===== src/design/aprow_pkg.sv =====
// ----------------------------------------------------------------------------
// aprow_pkg: shared types and constants for the int8 average pool row block
//
// Field widths, configuration register indexes, controller states and the
// command and status groups between controller and datapath.
// ----------------------------------------------------------------------------
`default_nettype none

package aprow_pkg;

    // Pixel layout: 16 signed byte channels
    localparam int LANES  = 16;
    localparam int LANE_W = 8;
    localparam int DATA_W = LANES * LANE_W;

    // Configuration register widths
    localparam int KW_W       = 7;
    localparam int KH_W       = 4;
    localparam int STRIDE_W   = 7;
    localparam int IW_W       = 7;
    localparam int OW_W       = 7;
    localparam int SCALE_W    = 25;
    localparam int CFG_IDX_W  = 3;
    localparam int CFG_DATA_W = SCALE_W;

    // Fixed-point result position inside the wrapped product
    localparam int RES_SHIFT = 24;

    // Register reset values
    localparam logic [SCALE_W-1:0] SCALE_RESET = SCALE_W'(1 << RES_SHIFT);

    // Configuration register indexes
    localparam logic [CFG_IDX_W-1:0] CFG_KERNEL_WIDTH  = 3'd0;
    localparam logic [CFG_IDX_W-1:0] CFG_KERNEL_HEIGHT = 3'd1;
    localparam logic [CFG_IDX_W-1:0] CFG_STRIDE_X      = 3'd2;
    localparam logic [CFG_IDX_W-1:0] CFG_INPUT_WIDTH   = 3'd3;
    localparam logic [CFG_IDX_W-1:0] CFG_OUTPUT_WIDTH  = 3'd4;
    localparam logic [CFG_IDX_W-1:0] CFG_SCALE_FACTOR  = 3'd5;

    // Controller states
    typedef enum logic [1:0] {
        S_LOAD,
        S_READ,
        S_DRAIN,
        S_EMIT
    } t_state;

    // Controller to datapath commands
    typedef struct packed {
        logic load_en;     // store the incoming pixel, advance the load count
        logic start_band;  // reset window counters, sums and error flag
        logic read_en;     // read one window pixel, advance x and y
        logic next_win;    // move to the next output window
        logic push_en;     // scale the sums into the output register
    } t_dp_cmd;

    // Datapath to controller status
    typedef struct packed {
        logic band_done;   // the pixel being offered completes the band
        logic x_last;      // last column of the window
        logic y_last;      // last row of the window
        logic ox_last;     // last output window of the band
        logic kw_zero;     // empty window, no reads
        logic out_free;    // output register can take a new item
    } t_dp_stat;

endpackage

`default_nettype wire


===== src/design/aprow_ctrl.sv =====
// ----------------------------------------------------------------------------
// aprow_ctrl: sequencer for band load, window reads and result emission
//
// Loads pixels until the band is complete, then walks every output window
// row by row, drains the read pipeline and pushes each result.
// ----------------------------------------------------------------------------
`default_nettype none

module aprow_ctrl (
    input  wire                 i_clk,
    input  wire                 i_rst_n,
    input  wire                 i_in_valid,
    output logic                o_in_ready,
    input  aprow_pkg::t_dp_stat i_stat,
    output aprow_pkg::t_dp_cmd  o_cmd
);
    import aprow_pkg::*;

    t_state r_state;
    t_state n_state;

    // State register
    always_ff @(posedge i_clk) begin
        if (!i_rst_n) begin
            r_state <= S_LOAD;
        end else begin
            r_state <= n_state;
        end
    end

    // Next state and commands
    always_comb begin
        n_state    = r_state;
        o_cmd      = '0;
        o_in_ready = 1'b0;
        case (r_state)
            S_LOAD: begin
                o_in_ready    = 1'b1;
                o_cmd.load_en = i_in_valid;
                if (i_in_valid && i_stat.band_done) begin
                    o_cmd.start_band = 1'b1;
                    n_state = i_stat.kw_zero ? S_EMIT : S_READ;
                end
            end
            S_READ: begin
                o_cmd.read_en = 1'b1;
                if (i_stat.x_last && i_stat.y_last) begin
                    n_state = S_DRAIN;
                end
            end
            S_DRAIN: begin
                // let the last read land in the sums
                n_state = S_EMIT;
            end
            S_EMIT: begin
                if (i_stat.out_free) begin
                    o_cmd.push_en = 1'b1;
                    if (i_stat.ox_last) begin
                        n_state = S_LOAD;
                    end else begin
                        o_cmd.next_win = 1'b1;
                        n_state = i_stat.kw_zero ? S_EMIT : S_READ;
                    end
                end
            end
            default: begin
                n_state = S_LOAD;
            end
        endcase
    end

`ifndef SYNTH
    a_cmd_exclusive: assert property (@(posedge i_clk) disable iff (!i_rst_n)
        $onehot0({o_cmd.load_en, o_cmd.read_en, o_cmd.push_en}))
        else $error("load, read and push commands overlap");

    a_push_when_free: assert property (@(posedge i_clk) disable iff (!i_rst_n)
        o_cmd.push_en |-> i_stat.out_free)
        else $error("push issued while output register is occupied");

    a_band_end_to_load: assert property (@(posedge i_clk) disable iff (!i_rst_n)
        (o_cmd.push_en && i_stat.ox_last) |=> (r_state == S_LOAD))
        else $error("controller did not return to load after last window");
`endif

endmodule

`default_nettype wire


===== config.mk =====
export PLATFORM = sky130hd
export DESIGN_NAME = aprow_ctrl
export DESIGN_NICKNAME = d
export VERILOG_FILES = /design/src/design/aprow_pkg.sv /design/src/design/aprow_ctrl.sv
export SDC_FILE = /design/constraint.sdc
export NUM_CORES = 1
export LEC_CHECK = 0
export BUFFER_PORTS_ARGS = -buffer_cell sky130_fd_sc_hd__buf_2
export CORE_AREA = 2 2 39 41
export CTS_CLUSTER_DIAMETER = 50
export DETAILED_ROUTE_END_ITERATION = 7
export DIE_AREA = 0 0 41 43
export MAX_ROUTING_LAYER = met4
export SYNTH_ARGS = -nofsm -noshare
export SYNTH_HDL_FRONTEND = slang
export SYNTH_SLANG_ARGS = --single-unit

===== constraint.sdc =====
create_clock -name i_clk -period 1.15 [get_ports i_clk]
set_input_delay 0.0575 -clock i_clk [delete_from_list [all_inputs] [get_ports i_clk]]
set_output_delay 0.0575 -clock i_clk [all_outputs]
set_load 0.01 [all_outputs]

Word level (Yosys, flattened, before mapping)
Cells that the tools add are included.
Widths: inputs -> output; s select.
{"block": "totals", "word_cells": 24, "reg_bits": 2, "in_bits": 9, "output_inout_bits": 6}
{"block": "classes", "n_eq_ne": 6, "reduce_logical": 4, "muxes": 13}
{"cell": "$mux 2", "count": 8}
{"cell": "$pmux 2 s4", "count": 1}
{"cell": "$ne 2x2->1 const B", "count": 3}
{"cell": "$eq 2x2->1 const B", "count": 2}
{"cell": "$mux 1", "count": 4}
{"cell": "$reduce_and 3->1", "count": 1}
{"cell": "$eq 2x1->1 const B", "count": 1}
{"cell": "$logic_and 1x1->1", "count": 2}
{"cell": "$logic_not 2->1", "count": 1}

Longest topological paths before layout
Gate-level depths: netlist (run 1).
{"block": "depth", "ltp_word": 4, "ltp_mapped": 3, "depth_no_buf": 3}

Worst setup path before layout (run 1)
OpenSTA, ideal clock, no wires.
{"block": "synth_path", "path_type": "register to output", "from": "register r_state[1]", "to": "output o_cmd[4] (netlist name)", "path_stages_with_launch": 3, "t_required_ns": 1.092, "path_slack_ns": 0.271, "t_arrival_ns": 0.822, "path_buffers": 0, "path_cell_list": "dfxtp_1 nor2_1 and2_1"}
{"item": "start: declaration", "line_no": "aprow_ctrl.sv:19", "rtl": "t_state r_state;"}
{"item": "start signal: assignment", "line_no": "aprow_ctrl.sv:27", "rtl": "r_state <= n_state;"}
{"item": "end: declaration", "line_no": "aprow_ctrl.sv:15", "rtl": "output aprow_pkg::t_dp_cmd o_cmd"}

==> impl_metrics.json, run 1 <==
{
  "status": "complete, no violations",
  "die_area_mm2": 0.001763,
  "vias": 206,
  "max-clock-path-buffers": 2,
  "synthCells": 21,
  "cts_tree": "done",
  "first_global_vias": 179,
  "fmax_mhz": 925.9,
  "gp_congestion": 0.5981,
  "r2r_setup_slack_ps": 280,
  "grt.overflow.total": 0,
  "largestRegisters": "r_state: 2 flops",
  "reg2reg_to": "r_state[1]",
  "die_h_um": 43,
  "mappedNetlistArea_um2": 157.7,
  "fin_skew_ps": 3.073,
  "multi_input_area_um2": 110.1,
  "p_per_area_mw_per_mm2": 1224,
  "maxCapViolCount": 0,
  "ys_seq_area_frac": 0.2540,
  "core_area_mm2": 0.001384,
  "cts_hold_buf": 0,
  "rsz0062_at_grt": "false",
  "crit_buf_inv": 1,
  "hpwl_um": 377.9,
  "rows": 14,
  "routed_wl_um": 453,
  "required_ps": 1090,
  "vdd_drop_max_uv": 235.0,
  "clock_sinks": 2,
  "seq_area_um2": 42.54,
  "layout_common_cells": "14 x buf_2, 3 x clkbuf_4",
  "relSlewSlack": 0.8272,
  "critPathKind": "reg2out",
  "cp.arrival_ps": 1020,
  "endpoint_kind": "output port",
  "wl_per_cell_um": 8.389,
  "grt_max_degree": 9,
  "io_buffers": 14,
  "grt_pass1_wl_um": 724,
  "slowest_stage": "dfxtp_2",
  "drive_above_1_share": 0.6053,
  "layout_commonest_cell": "buf_2",
  "start_util": 0.1139,
  "critical_path.max_fanout": 8,
  "ios": 15,
  "final_hold_viol_count": 0,
  "path_delay_family": "flip-flops",
  "worst_pin_slew_ps": 256.4,
  "synth_nets": 30,
  "cts_buffers": 3,
  "largest_register": "r_state",
  "fin_cells": 54,
  "cp_slowest_stage_delay_ps": 340,
  "layout.nets": 49,
  "crit_path_end": "o_cmd[4]",
  "nFillCells": 168,
  "worstReg2RegStart": "r_state[0]",
  "root_buffer": "clkbuf_4",
  "htreeDepth": 1,
  "antenna_left": 0,
  "viasPerCell": 3.815,
  "antenna_found_initial": 0,
  "synth-seq-cells": 2,
  "ys_warn_count": 0,
  "hp-class": "in2reg",
  "avgSynthCellArea_um2": 7.507,
  "hp-start": "i_stat[1]",
  "ys_types": 16,
  "syn_to_final_growth_pct": 73.02,
  "period_share": 0.9392,
  "dr.first_iter.drc_count": 1,
  "path_depth": 3,
  "period_minus_slack_ps": 1080,
  "grt.total_usage": 0.06879,
  "drv_slew": 0,
  "leakage_nw": 0.1523,
  "reg2regPathDepth": 3,
  "path_cells": "nor2_1 -> and2_1 -> buf_2",
  "path_clk_slew_ps": 30,
  "clk_latency_ps": 220,
  "largest_reg_flops": 2,
  "placed_cells": 51,
  "antennaDiodeCount": 0,
  "crit_start": "r_state[1]",
  "drcViolationCount": 0,
  "die_w_um": 41,
  "critical_path.startpoint_type": "flip-flop",
  "firstDrtPassIters": 2,
  "setup_viol": 0,
  "tns_ps": 0
}
## stage by stage
| step | util | hold WS, ps | instance area [um^2] | total power [mW] | setup slack [ps] |
|---|---|---|---|---|---|
| 2_1_floorplan | - | 162.5 | 157.7 | 0.1386 | 270.7 |
| 3_3_place_gp | 0.1790 | 307.5 | 247.7 | 0.1765 | 247.5 |
| 3_5_place_dp | 0.1790 | 317.4 | 247.7 | 0.1785 | 216.9 |
| 4_1_cts | 0.1953 | 78.65 | 270.3 | 0.3429 | 11.44 |
| 5_1_grt | 0.1971 | 59.48 | 272.8 | 0.3727 | 3.162 |
| 6_report | 0.1971 | 77.62 | 272.8 | 0.3339 | 69.93 |
## area by class of cell
| cell class | count | share of cell area |
|---|---|---|
| multi-input cells | 17 | 0.4037 |
| inverters | 2 | 0.02752 |
| repair buffers | 14 | 0.2569 |
| clock buffers | 3 | 0.08257 |
| flip-flops and latches | 2 | 0.1560 |
| well taps | 16 | 0.07339 |
## kinds of logic after synthesis
| group | share of synthesized area |
|---|---|
| DFF | 0.2540 |
| buffers and inverters | 0.04764 |
| AOI/OAI and AO/OA | 0.2698 |
| and+or+nand+nor | 0.4287 |
## Yosys cell counts
| cell type | n | area share |
|---|---|---|
| and2b_2 | 1 | 0.056 |
| nor2_1 | 2 | 0.048 |
| inv_1 | 2 | 0.048 |
| and2_1 | 1 | 0.040 |
| nand2_1 | 2 | 0.048 |
| o21ai_1 | 1 | 0.032 |
| o21ai_2 | 1 | 0.056 |
| dfxtp_1 | 2 | 0.25 |
| and3_1 | 1 | 0.040 |
| and2b_1 | 1 | 0.048 |
| and3b_1 | 1 | 0.056 |
| o21ai_0 | 1 | 0.032 |
| nor3_1 | 1 | 0.032 |
| a221oi_2 | 1 | 0.095 |
| a21oi_2 | 1 | 0.056 |
| nand3_1 | 2 | 0.063 |
## metal layers
layer  wire length, um  part of all wire  global-route usage
met1               208              0.46             0.08307
met2               185              0.41             0.07188
met3                59              0.13             0.04712
met4                 0                 0             0.06000
met5                 0                 0                   -
## worst min path at each step
stage / depth (start not counted) / to
finish: 3 / r_state[1]
CTS: 3 / r_state[1]
detailed placement: 3 / r_state[1]
floorplan: 1 / o_cmd[1]
global route: 3 / r_state[1]
global placement: 3 / r_state[1]
## worst register-to-register path, cell delays in order (launching register included)
cell and delay (ps):
dfxtp_2 370, and3b_1 200, o21ai_2 120, a21oi_2 60
## power breakdown
group,leakage (nW),internal (mW),total (mW),switching [mW]
registers,0.0172,0.0795,0.0933,0.0138
clock network,0.0138,0.115,0.155,0.0399
logic,0.121,0.0443,0.0856,0.0413
## timing repair
item / 4_1_cts / 5_1_grt
setup buffers: 0 / 0
endpoints found under the setup margin: 0 / 3
resized for setup: 0 / 2
(Power assumes the default switching activity.)
==> inputs of run 2 (changes only) <==
CTS_BUF_LIST = sky130_fd_sc_hd__clkbuf_16   (was not set)
==> run 2 against run 1 <==
Effect of this change: sequential power down 0.5%; total power up 110%; wire length decreased by 0.44%.
==> impl_metrics.json, run 2 (synthesis gave the netlist of run 1 again) <==
{
  "status": "complete, no violations",
  "cts_hold_buf": 0,
  "setup_viol": 0,
  "hp-class": "in2reg",
  "endpoint_kind": "output port",
  "clock_sinks": 2,
  "cp.arrival_ps": 1000,
  "period_minus_slack_ps": 1061,
  "placed_cells": 51,
  "path_cells": "nor2_1 -> and2_1 -> buf_2",
  "die_w_um": 41,
  "worst_pin_slew_ps": 250.5,
  "viasPerCell": 3.833,
  "leakage_nw": 0.1755,
  "syn_to_final_growth_pct": 106.3,
  "final_hold_viol_count": 0,
  "wl_per_cell_um": 8.352,
  "grt_max_degree": 9,
  "cts_tree": "done",
  "tns_ps": 0,
  "p_per_area_mw_per_mm2": 2152,
  "drv_slew": 0,
  "worstReg2RegStart": "r_state[0]",
  "reg2reg_to": "r_state[1]",
  "layout_commonest_cell": "buf_2",
  "gp_congestion": 0.5981,
  "nFillCells": 162,
  "clk_latency_ps": 220,
  "required_ps": 1090,
  "die_area_mm2": 0.001763,
  "root_buffer": "clkbuf_16",
  "maxCapViolCount": 0,
  "ios": 15,
  "period_share": 0.9227,
  "largest_register": "r_state",
  "drive_above_1_share": 0.6053,
  "antenna_found_initial": 0,
  "cp_slowest_stage_delay_ps": 340,
  "path_clk_slew_ps": 30,
  "hp-start": "i_stat[1]",
  "fin_skew_ps": 2.080,
  "grt.total_usage": 0.07084,
  "relSlewSlack": 0.8312,
  "core_area_mm2": 0.001384,
  "layout_common_cells": "14 x buf_2, 3 x clkbuf_16",
  "critical_path.startpoint_type": "flip-flop",
  "htreeDepth": 1,
  "die_h_um": 43,
  "fin_cells": 54,
  "rsz0062_at_grt": "false",
  "routed_wl_um": 451,
  "r2r_setup_slack_ps": 290,
  "antenna_left": 0,
  "max-clock-path-buffers": 2,
  "slowest_stage": "dfxtp_2",
  "io_buffers": 14,
  "drcViolationCount": 0,
  "grt_pass1_wl_um": 724,
  "layout.nets": 49,
  "dr.first_iter.drc_count": 1,
  "vias": 207,
  "fmax_mhz": 942.4,
  "critical_path.max_fanout": 8,
  "grt.overflow.total": 0,
  "largestRegisters": "r_state: 2 flops",
  "pre_cts_slack_ps": 216.9,
  "reg2regPathDepth": 3,
  "whs_endpoint": "r_state[1]",
  "antennaDiodeCount": 0,
  "largest_reg_flops": 2,
  "firstDrtPassIters": 4,
  "critPathKind": "reg2out",
  "vdd_drop_max_uv": 464.5,
  "rows": 14,
  "start_util": 0.1139,
  "hold_depth": 3,
  "cts_buffers": 3,
  "setup_ws_ps": 88.92,
  "hpwl_um": 377.9,
  "first_global_vias": 176
}
==> run 2: worst max path at each step <==
stage	from	end	slack [ps]
floorplan	r_state[1]	o_cmd[4]	270
global placement	r_state[0]	r_state[1]	250
detailed placement	r_state[0]	r_state[1]	220
CTS	r_state[1]	o_cmd[4]	30
global route	r_state[1]	o_cmd[4]	30
finish	r_state[1]	o_cmd[4]	90
==> run 2: where the power goes <==
group          switching [mW]  internal [mW]
Sequential             0.0132         0.0795
Combinational          0.0408         0.0443
Clock                  0.0799          0.442
Total                   0.134          0.566
==> run 2: metrics by stage <==
step	instance area [um^2]	total power, mW	utilization	hold WS (ps)
after floorplan	157.7	0.1386	-	162.5
after global placement	247.7	0.1765	0.1790	307.5
after detailed placement	247.7	0.1785	0.1790	317.4
after CTS	322.8	0.7110	0.2333	88.95
after global routing	325.3	0.7334	0.2351	82.46
final	325.3	0.7002	0.2351	79.72
==> run 2: layout make-up <==
type,instances,area [um^2],share of cell area
clock buffers,3,75.07,0.2308
inverters,2,7.507,0.02308
multi-input cells,17,110.1,0.3385
flip-flops and latches,2,42.54,0.1308
well taps,16,20.02,0.06154
repair buffers,14,70.07,0.2154
==> run 2: what timing repair did <==
item	CTS	global route
setup endpoints to repair	0	3
resized for setup	0	2
buffers inserted	0	0
==> run 2: worst max-delay path, delay by kind of cell, from the launching register on <==
kind                   cells  cell delay [ps]
DFF                        1              340
and+or+nand+nor            2              320
buffers and inverters      1              120
==> run 2: metal layers <==
metal / GRT usage / wire length (um) / vias up
li1: - / - / 108
met1: 0.07987 / 184 / 83
met2: 0.07188 / 178 / 14
met3: 0.06283 / 74 / 2
met4: 0.06000 / 13 / 0
met5: - / 0 / -
